`src/design/bectok_pkg.sv`:
```
// shared types, constants and helpers for the brace escape code tokenizer
package bectok_pkg;

    localparam int OFFSET_BITS = 16;
    localparam int OUT_OFFSET_BITS = 16;
    localparam int FIFO_DEPTH = 4;
    localparam int FIFO_PTR_BITS = $clog2(FIFO_DEPTH);
    localparam int FIFO_CNT_BITS = $clog2(FIFO_DEPTH + 1);

    localparam logic [7:0] OPEN_BRACE = 8'h7B;
    localparam logic [7:0] CLOSE_BRACE = 8'h7D;
    localparam logic [7:0] DIGIT_LOW = 8'h30;
    localparam logic [7:0] DIGIT_HIGH = 8'h39;
    localparam logic [1:0] MAX_DIGITS = 2'd3;
    localparam logic [9:0] MAX_CODE = 10'd255;

    typedef enum logic [1:0] {
        MODE_PLAIN   = 2'd0,
        MODE_BRACE   = 2'd1,
        MODE_CODE    = 2'd2,
        MODE_SWALLOW = 2'd3
    } t_mode;

    typedef enum logic [1:0] {
        KIND_CHAR  = 2'd0,
        KIND_CODE  = 2'd1,
        KIND_ERROR = 2'd2,
        KIND_END   = 2'd3
    } t_kind;

    typedef struct packed {
        t_kind                        kind;
        logic [7:0]                   value;
        logic [OUT_OFFSET_BITS-1:0]   offset;
        logic                         run_end;
    } t_token;

    typedef struct packed {
        logic [1:0] count;
        t_token     slot0;
        t_token     slot1;
    } t_push;

    function automatic logic [OUT_OFFSET_BITS-1:0] cap_offset(
        input logic [OFFSET_BITS-1:0] v
    );
        logic [31:0] w;
        w = 32'(v);
        cap_offset = (w > 32'h0000_FFFF) ? 16'hFFFF : w[OUT_OFFSET_BITS-1:0];
    endfunction

endpackage

```
`src/design/brace_escape_code_tokenizer_unit.sv`:
```
// brace escape code tokenizer: text bytes in, character/code/error/end tokens out
// a byte's tokens are queued when its beat is taken and offered from the queue head
// throughput: one byte per cycle while m_tready stays high and each byte gives
//   at most one token; a byte giving two tokens (code, character or error, then end) queues both
// queue of four tokens between scanner and output; s_tready drops when fewer than two free
// reset: synchronous active low, clears scanner state and empties the queue
module brace_escape_code_tokenizer_unit
    import bectok_pkg::*;
(
    input  logic        i_clk,
    input  logic        i_rst_n,
    input  logic        s_tvalid,
    output logic        s_tready,
    input  logic [7:0]  s_tdata,   // text_byte
    input  logic        s_tlast,   // final_byte
    output logic        m_tvalid,
    input  logic        m_tready,
    output logic [23:0] m_tdata,   // token_value [7:0], token_offset [23:8]
    output logic        m_tlast,   // run_end
    output logic [1:0]  m_tuser    // token_kind
);

    logic   fire;
    logic   room;
    t_push  push;
    t_token head;

    assign s_tready = room;
    assign fire = s_tvalid && room;

    bectok_scan u_scan (
        .i_clk   (i_clk),
        .i_rst_n (i_rst_n),
        .i_fire  (fire),
        .i_byte  (s_tdata),
        .i_last  (s_tlast),
        .o_push  (push)
    );

    bectok_fifo u_fifo (
        .i_clk   (i_clk),
        .i_rst_n (i_rst_n),
        .i_push  (push),
        .o_room  (room),
        .o_valid (m_tvalid),
        .o_token (head),
        .i_pop   (m_tready)
    );

    assign m_tdata = {head.offset, head.value};
    assign m_tlast = head.run_end;
    assign m_tuser = head.kind;

endmodule

```
`src/design/bectok_scan.sv`:
```
// scanner state and token generation for one text byte per beat
module bectok_scan
    import bectok_pkg::*;
(
    input  logic       i_clk,
    input  logic       i_rst_n,
    input  logic       i_fire,
    input  logic [7:0] i_byte,
    input  logic       i_last,
    output t_push      o_push
);

    t_mode                  r_mode, n_mode;
    logic [1:0]             r_digits, n_digits;
    logic [9:0]             r_acc, n_acc;
    logic [OFFSET_BITS-1:0] r_byte_off, n_byte_off;
    logic [OFFSET_BITS-1:0] r_brace_off, n_brace_off;

    logic       is_digit;
    logic [3:0] dval;
    logic       e0_v;
    t_token     e0;
    t_token     ea;
    t_token     end_tok;
    logic       a_v;
    logic [OFFSET_BITS-1:0] off_inc;
    t_mode      step_mode;
    logic [OFFSET_BITS-1:0] step_brace;

    assign is_digit = i_byte inside {[DIGIT_LOW:DIGIT_HIGH]};
    assign dval = 4'(i_byte - DIGIT_LOW);
    assign off_inc = (r_byte_off == '1) ? r_byte_off : r_byte_off + 1'b1;

    // per-byte step
    always_comb begin
        step_mode = r_mode;
        step_brace = r_brace_off;
        n_digits = r_digits;
        n_acc = r_acc;
        e0_v = 1'b0;
        e0 = '{kind: KIND_CHAR, value: i_byte, offset: cap_offset(r_byte_off), run_end: 1'b0};
        case (r_mode)
            MODE_PLAIN: begin
                if (i_byte == OPEN_BRACE) begin
                    step_brace = r_byte_off;
                    step_mode = MODE_BRACE;
                end else begin
                    e0_v = 1'b1;
                end
            end
            MODE_BRACE: begin
                if (i_byte == OPEN_BRACE) begin
                    e0_v = 1'b1;
                    e0.value = OPEN_BRACE;
                    e0.offset = cap_offset(r_brace_off);
                    step_mode = MODE_PLAIN;
                end else if (is_digit) begin
                    n_acc = {6'd0, dval};
                    n_digits = 2'd1;
                    step_mode = MODE_CODE;
                end else begin
                    e0_v = 1'b1;
                    e0 = '{kind: KIND_ERROR, value: 8'd0,
                           offset: cap_offset(r_brace_off), run_end: 1'b0};
                    step_mode = MODE_SWALLOW;
                end
            end
            MODE_CODE: begin
                if (i_byte == CLOSE_BRACE) begin
                    e0_v = 1'b1;
                    if (r_acc <= MAX_CODE) begin
                        e0 = '{kind: KIND_CODE, value: r_acc[7:0],
                               offset: cap_offset(r_brace_off), run_end: 1'b0};
                        step_mode = MODE_PLAIN;
                    end else begin
                        e0 = '{kind: KIND_ERROR, value: 8'd0,
                               offset: cap_offset(r_brace_off), run_end: 1'b0};
                        step_mode = MODE_SWALLOW;
                    end
                end else if (is_digit && r_digits < MAX_DIGITS) begin
                    n_acc = 10'(r_acc * 10'd10) + {6'd0, dval};
                    n_digits = r_digits + 2'd1;
                end else begin
                    e0_v = 1'b1;
                    e0 = '{kind: KIND_ERROR, value: 8'd0,
                           offset: cap_offset(r_brace_off), run_end: 1'b0};
                    step_mode = MODE_SWALLOW;
                end
            end
            default: begin
            end
        endcase
    end

    // end of text handling and result slots
    always_comb begin
        a_v = e0_v;
        ea = e0;
        end_tok = '{kind: KIND_END, value: 8'd0, offset: cap_offset(off_inc), run_end: 1'b1};
        if (!e0_v && i_last && (step_mode == MODE_BRACE || step_mode == MODE_CODE)) begin
            a_v = 1'b1;
            ea = '{kind: KIND_ERROR, value: 8'd0,
                   offset: cap_offset(step_brace), run_end: 1'b0};
        end
        o_push.slot1 = end_tok;
        if (i_last) begin
            o_push.count = a_v ? 2'd2 : 2'd1;
            o_push.slot0 = a_v ? ea : end_tok;
        end else begin
            o_push.count = a_v ? 2'd1 : 2'd0;
            o_push.slot0 = ea;
            o_push.slot0.run_end = 1'b1;
        end
        if (!i_fire) begin
            o_push.count = 2'd0;
        end
    end

    always_comb begin
        n_mode = step_mode;
        n_brace_off = step_brace;
        n_byte_off = off_inc;
        if (i_last) begin
            n_mode = MODE_PLAIN;
            n_brace_off = '0;
            n_byte_off = '0;
        end
    end

    always_ff @(posedge i_clk) begin
        if (!i_rst_n) begin
            r_mode <= MODE_PLAIN;
            r_digits <= 2'd0;
            r_acc <= 10'd0;
            r_byte_off <= '0;
            r_brace_off <= '0;
        end else if (i_fire) begin
            r_mode <= n_mode;
            r_digits <= i_last ? 2'd0 : n_digits;
            r_acc <= i_last ? 10'd0 : n_acc;
            r_byte_off <= n_byte_off;
            r_brace_off <= n_brace_off;
        end
    end

endmodule

```
`src/design/bectok_fifo.sv`:
```
// small token queue taking up to two tokens per beat
module bectok_fifo
    import bectok_pkg::*;
(
    input  logic   i_clk,
    input  logic   i_rst_n,
    input  t_push  i_push,
    output logic   o_room,
    output logic   o_valid,
    output t_token o_token,
    input  logic   i_pop
);

    t_token                   r_mem [FIFO_DEPTH];
    logic [FIFO_PTR_BITS-1:0] r_wr, n_wr;
    logic [FIFO_PTR_BITS-1:0] r_rd, n_rd;
    logic [FIFO_CNT_BITS-1:0] r_cnt, n_cnt;
    logic                     pop;
    logic [FIFO_PTR_BITS-1:0] wr1;

    assign o_valid = (r_cnt != '0);
    assign o_token = r_mem[r_rd];
    assign o_room = (r_cnt <= FIFO_CNT_BITS'(FIFO_DEPTH - 2));
    assign pop = i_pop && o_valid;
    assign wr1 = r_wr + 1'b1;

    always_comb begin
        n_wr = r_wr + FIFO_PTR_BITS'(i_push.count);
        n_rd = pop ? r_rd + 1'b1 : r_rd;
        n_cnt = r_cnt + FIFO_CNT_BITS'(i_push.count) - FIFO_CNT_BITS'(pop);
    end

    always_ff @(posedge i_clk) begin
        if (i_push.count != 2'd0) begin
            r_mem[r_wr] <= i_push.slot0;
        end
        if (i_push.count == 2'd2) begin
            r_mem[wr1] <= i_push.slot1;
        end
    end

    always_ff @(posedge i_clk) begin
        if (!i_rst_n) begin
            r_wr <= '0;
            r_rd <= '0;
            r_cnt <= '0;
        end else begin
            r_wr <= n_wr;
            r_rd <= n_rd;
            r_cnt <= n_cnt;
        end
    end

endmodule

```
`config.mk`:
```
export PLATFORM = sky130hd
export DESIGN_NAME = brace_escape_code_tokenizer_unit
export DESIGN_NICKNAME = d
export VERILOG_FILES = /design/src/design/bectok_pkg.sv /design/src/design/brace_escape_code_tokenizer_unit.sv /design/src/design/bectok_scan.sv /design/src/design/bectok_fifo.sv
export SDC_FILE = /design/constraint.sdc
export NUM_CORES = 1
export LEC_CHECK = 0
export BUFFER_PORTS_ARGS = -buffer_cell sky130_fd_sc_hd__buf_2
export CAP_MARGIN = 25
export CORE_MARGIN = 2
export CORE_UTILIZATION = 62
export CTS_CLUSTER_DIAMETER = 120
export DETAILED_ROUTE_END_ITERATION = 10
export PLACE_DENSITY = 0.91
export SLEW_MARGIN = 20
export SYNTH_ARGS = -nofsm -noshare
export SYNTH_HDL_FRONTEND = slang
export SYNTH_SLANG_ARGS = --single-unit
```
`constraint.sdc`:
```
create_clock -name i_clk -period 5.5 [get_ports i_clk]
set_input_delay 0.275 -clock i_clk [delete_from_list [all_inputs] [get_ports i_clk]]
set_output_delay 0.275 -clock i_clk [all_outputs]
set_load 0.005 [all_outputs]
```
Word level (Yosys, flattened, before mapping):

Memories as Yosys holds them, arrays and structs flattened. A register that Yosys moved wholly into a read port is not among the register bits.
Cells that the tools add are included.

* output and inout port bits: 29
* RAM bits: 108
* register bits after elaboration: 53
* word-level logic and storage cells: 101
* memories: 1
* input bits: 13

* multiplexer cells: 52
* add/sub/neg operators: 9
* reduce and logical (&&, ||, !) cells: 13
* $mul: 1
* equality and inequality tests: 12
* $lt $le $gt $ge: 5

Memory list
* u_fifo.r_mem: depth 4, width 27, rd ports 1, clocked after Yosys merged registers in 1, wr ports 2, RTL line bectok_fifo.sv:14 `t_token r_mem [FIFO_DEPTH];`

Operator list (number)
* $mux W27: 6
* $mux W16: 5
* $pmux W27 S2: 1
* $mux W10: 5
* $mux W2: 16
* $mux W29: 1
* $mux W24: 1
* $pmux W10 S2: 1
* $add A16 B1 Y16 const B: 1
* $eq A16 B16 Y1 const B: 1
* $eq A8 B7 Y1 const B: 2
* $mux W1: 13
* $add A10 B4 Y10: 1
* $le A10 B8 Y1 const B: 1
* $mul A10 B3 Y9 const B: 1
* $ge A8 B6 Y1 const B: 1
* $le A8 B6 Y1 const B: 1
* $add A2 B1 Y2 const B: 3
* $eq A2 B2 Y1 const B: 3
* $logic_and A1 B1 Y1: 6
* $ne A3 B2 Y1 const B: 2
* $ne A3 B3 Y1 const B: 2
* $pmux W2 S3: 1
* $reduce_and A6 Y1: 1
* other kinds (14): 16

Logic depth before layout (Yosys ltp):

Gate-level depths: netlist of run 1.

* depth in word-level cells: 16
* depth in mapped cells: 20
* depth with buffers taken out: 18

Cells and area by module:

From an unflattened synthesis of run 1, not the netlist that was laid out.

* cells, all modules: 813
* area, all modules: 9582.9 um2

By module, submodules not included
* bectok_fifo: area each 5720.5 um2, sequential area each 3423.3 um2, cells each 311, times used 1
* bectok_scan: area each 3856.2 um2, sequential area each 920.9 um2, cells each 501, times used 1
* brace_escape_code_tokenizer_unit: area each 6.3 um2, sequential area each 0.0 um2, cells each 1, times used 1

Worst setup path before layout of run 1:

OpenSTA, ideal clock, no wires.

* kind: reg2reg
* from: register u_scan.r_acc[8]
* to: memory u_fifo.r_mem[1][10] (netlist bit) (enable)
* setup time: 0.373 ns
* clock period less this slack: 3.959 ns
* path buffers: 2
* path slack: 1.541 ns
* stages on the path, launching flop included: 13
* arrival time: 3.586 ns
* required time: 5.127 ns
* path through: dfxtp_1 -> or4b_4 -> o31a_1 -> a211oi_2 -> o22ai_2 -> buf_6 -> o21ai_0 -> nand2b_1 -> ha_1 -> clkbuf_1 -> nor4_1 -> nor2_1 -> inv_1

RTL lines
* start: declaration: RTL line bectok_scan.sv:15 `logic [9:0] r_acc, n_acc;`
* start signal: assignment: RTL line bectok_scan.sv:140 `r_acc <= i_last ? 10'd0 : n_acc;`
* end: declaration: RTL line bectok_fifo.sv:14

==> flow_summary_export.csv, run 1 <==
group,metric,value,unit
outcome,status,"finished clean",
timing,grt_setup_unrepaired,"no",
yosys,dominant_register_cell_in_the_synthesized_netlist,"dfxtp_1",
critical_path,delay_of_the_slowest_cell_on_the_worst_path,600,ps
place,port_buffers,41,
yosys,syn_area_per_cell,10.21,µm²
floorplan,die_height,124.7,µm
pwr,p_leak,3.348,nW
yosys,synth_enable_flop_cells,64,
timing,final_hold_viol_count,0,
timing,max_freq,205.5,MHz
cts,worst_skew_late_latency,430,ps
yosys,netlist.area_leader.share,21.95,%
critical_path,critical_path_peak_fanout,19,
cts,tritoncts.num_buffers,17,
grt,largest_net_degree_at_the_start_of_global_routing,55,
yosys,post_synth_main_area_contributors,"dfxtp_1, edfxtp_1, mux4_2, ha_1, nand2_1",
grt,grt-ovfl-total,0,
place,place_hpwl,15280,µm
route,count_of_tritonroute_iterations_in_the_first_routing_pass,7,
timing,report.final.setup_viol,0,
grt,first_pass_grt_wire_length,37120,µm
yosys,synthDominantAreaCellType,"dfxtp_1",
layout,final_core_utilization,68.91,%
job,number_of_max_capacitance_violations_reported,0,
layout,antenna_cell_count,0,
yosys,ys_types,72,
layout,layout.cells.most_common,"dfxtp_1",
layout,layout-drive-gt1-share,16.87,%
cts,number_of_gates_resized_after_cts,0,
layout,area_growth_syn_to_layout,9.658,%
critical_path,endpoint_kind,"flop",
route,avgRoutedWirePerCell,20.78,µm
floorplan,design.die.area,0.01555,mm²
yosys,syn-cell-area,0.009030,mm²
route,detail_route.iter0.violations,1160,
route,wl,22670,µm
route,drc,0,
critical_path,critical_path_launch_point_type,"flop",
grt,antenna_found_initial,0,
timing,final_critical_delay_including_setup_and_external_delays,4865,ps
cts,tritoncts,"done",
floorplan,floorplan.initialDensity,62.84,%
critical_path,r2r_setup_slack,630,ps
yosys,syn_inst,884,
yosys,ys.warnings.count,0,
timing,relSlewSlack,25.72,%
hold_path,hold_path_class,"input port to flop",
pwr,fin_total_pwr,0.003694,W
cts,worst_setup_hold_path_clk_slew,60,ps
yosys,async_reset_ff_share,0,%
yosys,yosysSeqAreaShare,43.23,%
grt,first_global_vias,7301,
critical_path,crit_slowest_cell,"ha_1",
layout,layout_common_cells,"dfxtp_1, nand2_1, edfxtp_1",
timing,fin_crit_sh,88.46,%
cts,holdBufCountCts,0,
yosys,ys_seq_elements,163,
route,post_drt_via_cell_ratio,6.866,
place,place_congestion,0.9101,
cts,post_cts_buffers,0,
pwr,ir_drop,275.7,µV
route,antenna_violating_nets_post_route,0,
timing,timing_worst_slew_pin_value,1104,ps
pwr,power-per-cell-area,373.0,mW/mm²
route,detailroute.via_count,7491,
timing,final-max-slew-violation-count,0,
critical_path,cp_data_required_time,5810,ps
cts,clk_root_buffer_cell,"clkbuf_16",
cts,cts_num_sinks,163,
cts,cts_max_path_buffers,2,
critical_path,worst-endpoint-arrival,5180,ps
floorplan,rows,44,
floorplan,core_area,0.01437,mm²
cts,ctsHtreeMaxLevel,4,
critical_path,sequence_of_cells_on_the_critical_path,"ha_1, o31ai_4, a221oi_1, and4bb_2, o21ai_0, nand2b_1, ha_1, o21ai_1, nor2_1, buf_4, nor2_1, inv_1, nor2_1, a21oi_1",
layout,nets,936,
floorplan,io-pin-count,42,
yosys,postSynthNetCount,926,
grt,grt_util_all_layers,29.51,%
timing,fin_worst_hold_slack,196.3,ps
timing,fin_tns_setup,0,ps
critical_path,cpMostUsedCell,"nor2_1",
timing,clock_skew,6.298,ps
floorplan,floorplan.die.width,124.7,µm
critical_path,criticalPathCategory,"flop to flop",
metrics by stage:
step                      instance area (µm²)  worst slack, ps  std cells
after global placement                   9258            879.6       1056
after CTS                                9874            727.1       1089
after global routing                     9902            245.3       1091
after floorplan                          9030             1541        884
after detailed placement                 9269            774.2       1057
final                                    9902            634.7       1091
cells by family after synthesis:
| group | Yosys count | share of synthesized area [%] |
|---|---|---|
| simple gates | 263 | 15.39 |
| compound gates | 271 | 21.31 |
| mux | 48 | 9.090 |
| flops | 163 | 43.23 |
| xor+xnor | 24 | 2.480 |
| fa+ha+maj | 29 | 4.268 |
| buf+inv | 86 | 4.226 |
final cells by class:
cell class / count / area [µm²]
Multi-Input combinational cell: 635 / 4745
Timing Repair Buffer: 57 / 341.6
Clock inverter: 7 / 96.34
Sequential cell: 163 / 3905
Clock buffer: 25 / 509.2
Fill cell: 990 / 4467
Tap cell: 184 / 230.2
Inverter: 20 / 75.07
registers in the layout (all words and copies together) (netlist names), named ones only:
register            cells
u_scan.r_brace_off     16
u_scan.r_byte_off      16
u_fifo.r_wr             2
u_fifo.r_cnt            3
u_scan.r_mode           2
u_fifo.r_rd             2
u_fifo.r_mem          108
u_scan.r_acc           10
u_scan.r_digits         2
layer usage:
| layer | routed length, µm | global-route usage [%] |
|---|---|---|
| met5 | 0 | 0 |
| met4 | 631 | 11.83 |
| met3 | 2178 | 6.658 |
| met2 | 10540 | 46.03 |
| met1 | 9323 | 40.21 |
worst max-delay path, delay by kind of cell (launching register included):
| kind | cells | cell delay (ps) |
|---|---|---|
| buffers and inverters | 2 | 710 |
| adder cells (fa/ha/maj) | 2 | 1000 |
| AO/OA/AOI/OAI | 5 | 1220 |
| AND/OR/NAND/NOR | 5 | 1340 |
| flip-flops | 1 | 480 |
worst paths after layout:
kind / start / depth (start not counted) / endpoint
setup / recovery: u_scan.r_mode[1] / 14 / u_fifo.r_mem[1][25]
hold / removal: s_tdata[0] / 3 / u_scan.r_acc[0]
setup reg to reg: u_scan.r_mode[1] / 14 / u_fifo.r_mem[1][25]
hold reg to reg: u_fifo.r_mem[2][22] / 2 / u_fifo.r_mem[2][22]
synthesized netlist by cell type (10+ instances only):
library cell	count
or3_1	10
mux4_2	27
o22ai_1	47
and2_1	22
clkbuf_1	54
ha_1	26
nor3_1	12
nand2_1	83
xnor2_1	18
a22oi_1	34
inv_1	20
o21ai_1	10
a221o_1	12
o21ai_0	51
dfxtp_1	99
edfxtp_1	64
a21oi_1	39
nor2_1	44
nor2b_1	34
a22o_1	17
mux2i_1	19
where the power goes:
group,leakage [nW],switching (W),internal [W]
clock,0.287,0.000468,0.000737
combinational,1.69,0.000418,0.000436
sequential,1.37,0.000140,0.00149
No activity file was read; power rests on OpenSTA's default activity.
==> run 2: changes to the inputs <==
--- a/config.mk
+++ b/config.mk
@@ -5,8 +5,8 @@
 export SDC_FILE = /design/constraint.sdc
 export NUM_CORES = 1
 export LEC_CHECK = 0
-export BUFFER_PORTS_ARGS = -buffer_cell sky130_fd_sc_hd__buf_2
-export CAP_MARGIN = 25
+export BUFFER_PORTS_ARGS = -buffer_cell sky130_fd_sc_hd__buf_4
+export CAP_MARGIN = 20
 export CORE_MARGIN = 2
 export CORE_UTILIZATION = 62
 export CTS_CLUSTER_DIAMETER = 120
==> run 2 against run 1 <==
Via count grew 0.77%. Utilization increased by 0.37 points. First-iteration DRC count rose by 7.2%. Die area unchanged. Critical path depth fell by 1. Power up 2.4%. Global-route usage rose by 0.76 points. Sequential share of layout area fell by 0.21 points. Count of clock-buffer cells in the layout shrank 8. Largest power group unchanged.
==> flow_summary_export.csv, run 2 (same netlist as run 1, synthesis figures left out) <==
group,metric,value,unit
timing,timing_worst_slew_pin_value,1107,ps
hold_path,min-delay-start,"s_tdata[0]",
route,antenna_violating_nets_post_route,0,
critical_path,critical_path_peak_fanout,19,
cts,clk_root_buffer_cell,"clkbuf_16",
route,wl,23280,µm
layout,biggestRegsByFlops,"u_fifo.r_mem x108, u_scan.r_brace_off x16, u_scan.r_byte_off x16",
cts,cts_max_path_buffers,2,
timing,fin_tns_setup,0,ps
route,detailroute.via_count,7549,
layout,layout-drive-gt1-share,16.63,%
floorplan,die_height,124.7,µm
critical_path,timing.critical_path.max_delay_family,"simple AND/OR/NAND/NOR gates",
critical_path,critical_path_launch_point_type,"flop",
place,port_buffers,41,
cts,tritoncts.num_buffers,17,
route,post_drt_via_cell_ratio,6.951,
layout,flip_flop_count_of_the_largest_register_all_copies_and_words_added,108,
critical_path,reg2reg_to,"u_fifo.r_mem[3][26]",
pwr,power.sequential.fraction,44.4,%
critical_path,criticalPathCategory,"flop to flop",
layout,area_growth_syn_to_layout,10.24,%
timing,final_critical_delay_including_setup_and_external_delays,5039,ps
timing,fin_crit_sh,91.61,%
hold_path,hold-path-cell-count,3,
cts,tritoncts,"done",
outcome,status,"finished clean",
timing,max_freq,198.5,MHz
pwr,p_switching,0.001089,W
grt,first_pass_grt_wire_length,37470,µm
route,detail_route.iter0.violations,1243,
layout,final_core_utilization,69.28,%
grt,first_global_vias,6896,
timing,finalWorstSetupSlack,461.3,ps
timing,fin_worst_hold_slack,187.3,ps
critical_path,delay_of_the_slowest_cell_on_the_worst_path,600,ps
critical_path,sequence_of_cells_on_the_critical_path,"ha_1, o31ai_4, a221oi_1, and4bb_2, o21ai_0, nand2b_1, ha_1, o21ai_1, nor2_1, nor2_1, inv_1, nor2_1, a21oi_1",
cts,cts_num_sinks,163,
timing,relSlewSlack,26.17,%
timing,final-max-slew-violation-count,0,
critical_path,timing.rr.start,"u_scan.r_mode[1]",
timing,report.final.setup_viol,0,
critical_path,r2r_setup_slack,460,ps
floorplan,rows,44,
place,pre_cts_ws,720.5,ps
critical_path,crit_slowest_cell,"ha_1",
place,place_congestion,0.9120,
grt,largest_net_degree_at_the_start_of_global_routing,55,
critical_path,cp.buffers_inverters,1,
cts,ctsHtreeMaxLevel,4,
cts,number_of_gates_resized_after_cts,0,
layout,nets,931,
critical_path,timing.reg2reg.worst_path_depth,13,
floorplan,core_area,0.01437,mm²
hold_path,hold_path_class,"input port to flop",
layout,largest-register,"u_fifo.r_mem",
grt,grt_util_all_layers,30.27,%
cts,worst_setup_hold_path_clk_slew,60,ps
cts,post_cts_buffers,0,
floorplan,io-pin-count,42,
cts,holdBufCountCts,0,
timing,grt_setup_unrepaired,"no",
route,drc,0,
timing,final_hold_viol_count,0,
route,count_of_tritonroute_iterations_in_the_first_routing_pass,8,
pwr,sw_frac_of_total,28.79,%
critical_path,cpMostUsedCell,"nor2_1",
pwr,power.share.clock,32.5,%
layout,layout.cells.most_common,"dfxtp_1",
grt,antenna_found_initial,0,
pwr,power_frac_comb,23.2,%
cts,worst_skew_late_latency,440,ps
grt,grt-ovfl-total,0,
hold_path,holdPathEnd,"u_scan.r_acc[0]",
layout,antenna_cell_count,0,
floorplan,design.die.area,0.01555,mm²
pwr,power-per-cell-area,379.8,mW/mm²
layout,number_of_filler_instances_in_the_final_layout,1003,
critical_path,cp_data_required_time,5780,ps
floorplan,floorplan.initialDensity,62.84,%
route,avgRoutedWirePerCell,21.43,µm
floorplan,floorplan.die.width,124.7,µm
job,number_of_max_capacitance_violations_reported,0,
timing,clock_skew,6.206,ps
place,place_hpwl,15800,µm
pwr,ir_drop,245.4,µV
critical_path,worst-endpoint-arrival,5320,ps
critical_path,endpoint_kind,"flop",
pwr,internal_power,0.002692,W
pwr,p_leak,3.346,nW
layout,layout_common_cells,"dfxtp_1, nand2_1, edfxtp_1",
run 2: metrics by stage:
stage	total power [W]	cells	area (µm²)
final	0.003781	1086	9955
after global routing	0.003924	1086	9955
after CTS	0.003771	1086	9955
after detailed placement	0.002552	1054	9349
after global placement	0.002519	1053	9338
after floorplan	0.002197	884	9030
run 2: layout make-up:
cell class                      count  area [µm²]  share of cell area (%)
Multi-Input combinational cell    635        4745                   47.66
Sequential cell                   163        3905                   39.23
Clock buffer                       17       425.4                   4.274
Timing Repair Buffer               52       394.1                   3.959
Tap cell                          184       230.2                   2.313
Clock inverter                     15       180.2                   1.810
Inverter                           20       75.07                  0.7541
run 2: worst max path at each step:
stage	from	slack, ps	to	cells after the start
final	u_scan.r_mode[1]	460	u_fifo.r_mem[3][26]	13
after floorplan	u_scan.r_acc[8]	1540	u_fifo.r_mem[1][10]	12
after global placement	u_scan.r_mode[1]	870	u_fifo.r_mem[1][15]	11
after detailed placement	u_scan.r_mode[1]	720	u_fifo.r_mem[3][14]	11
after CTS	u_scan.r_mode[1]	610	u_fifo.r_mem[3][16]	11
after global routing	u_scan.r_mode[1]	10	u_fifo.r_mem[3][25]	13
run 2: worst min-delay path: cells and delay by family:
kind            cells  cell delay [ps]
simple gates        1               80
compound gates      1               90
buf+inv             1              130
run 2: power by group through the flow:
stage	logic (W)	clock network, W	registers [W]
after CTS	0.000875	0.00122	0.00167
final	0.000875	0.00123	0.00168
after global routing	0.000954	0.00127	0.00170
after detailed placement	0.000863	0	0.00169
after global placement	0.000843	0	0.00168
after floorplan	0.000614	0	0.00158
run 2: metal layers:
| layer | vias up | track usage, % | wire, µm |
|---|---|---|---|
| met5 | - | 0 | 0 |
| met4 | 0 | 8.923 | 496 |
| met3 | 75 | 5.198 | 2352 |
| met2 | 504 | 46.09 | 10580 |
| met1 | 3618 | 44.63 | 9845 |
| li1 | 3352 | - | - |
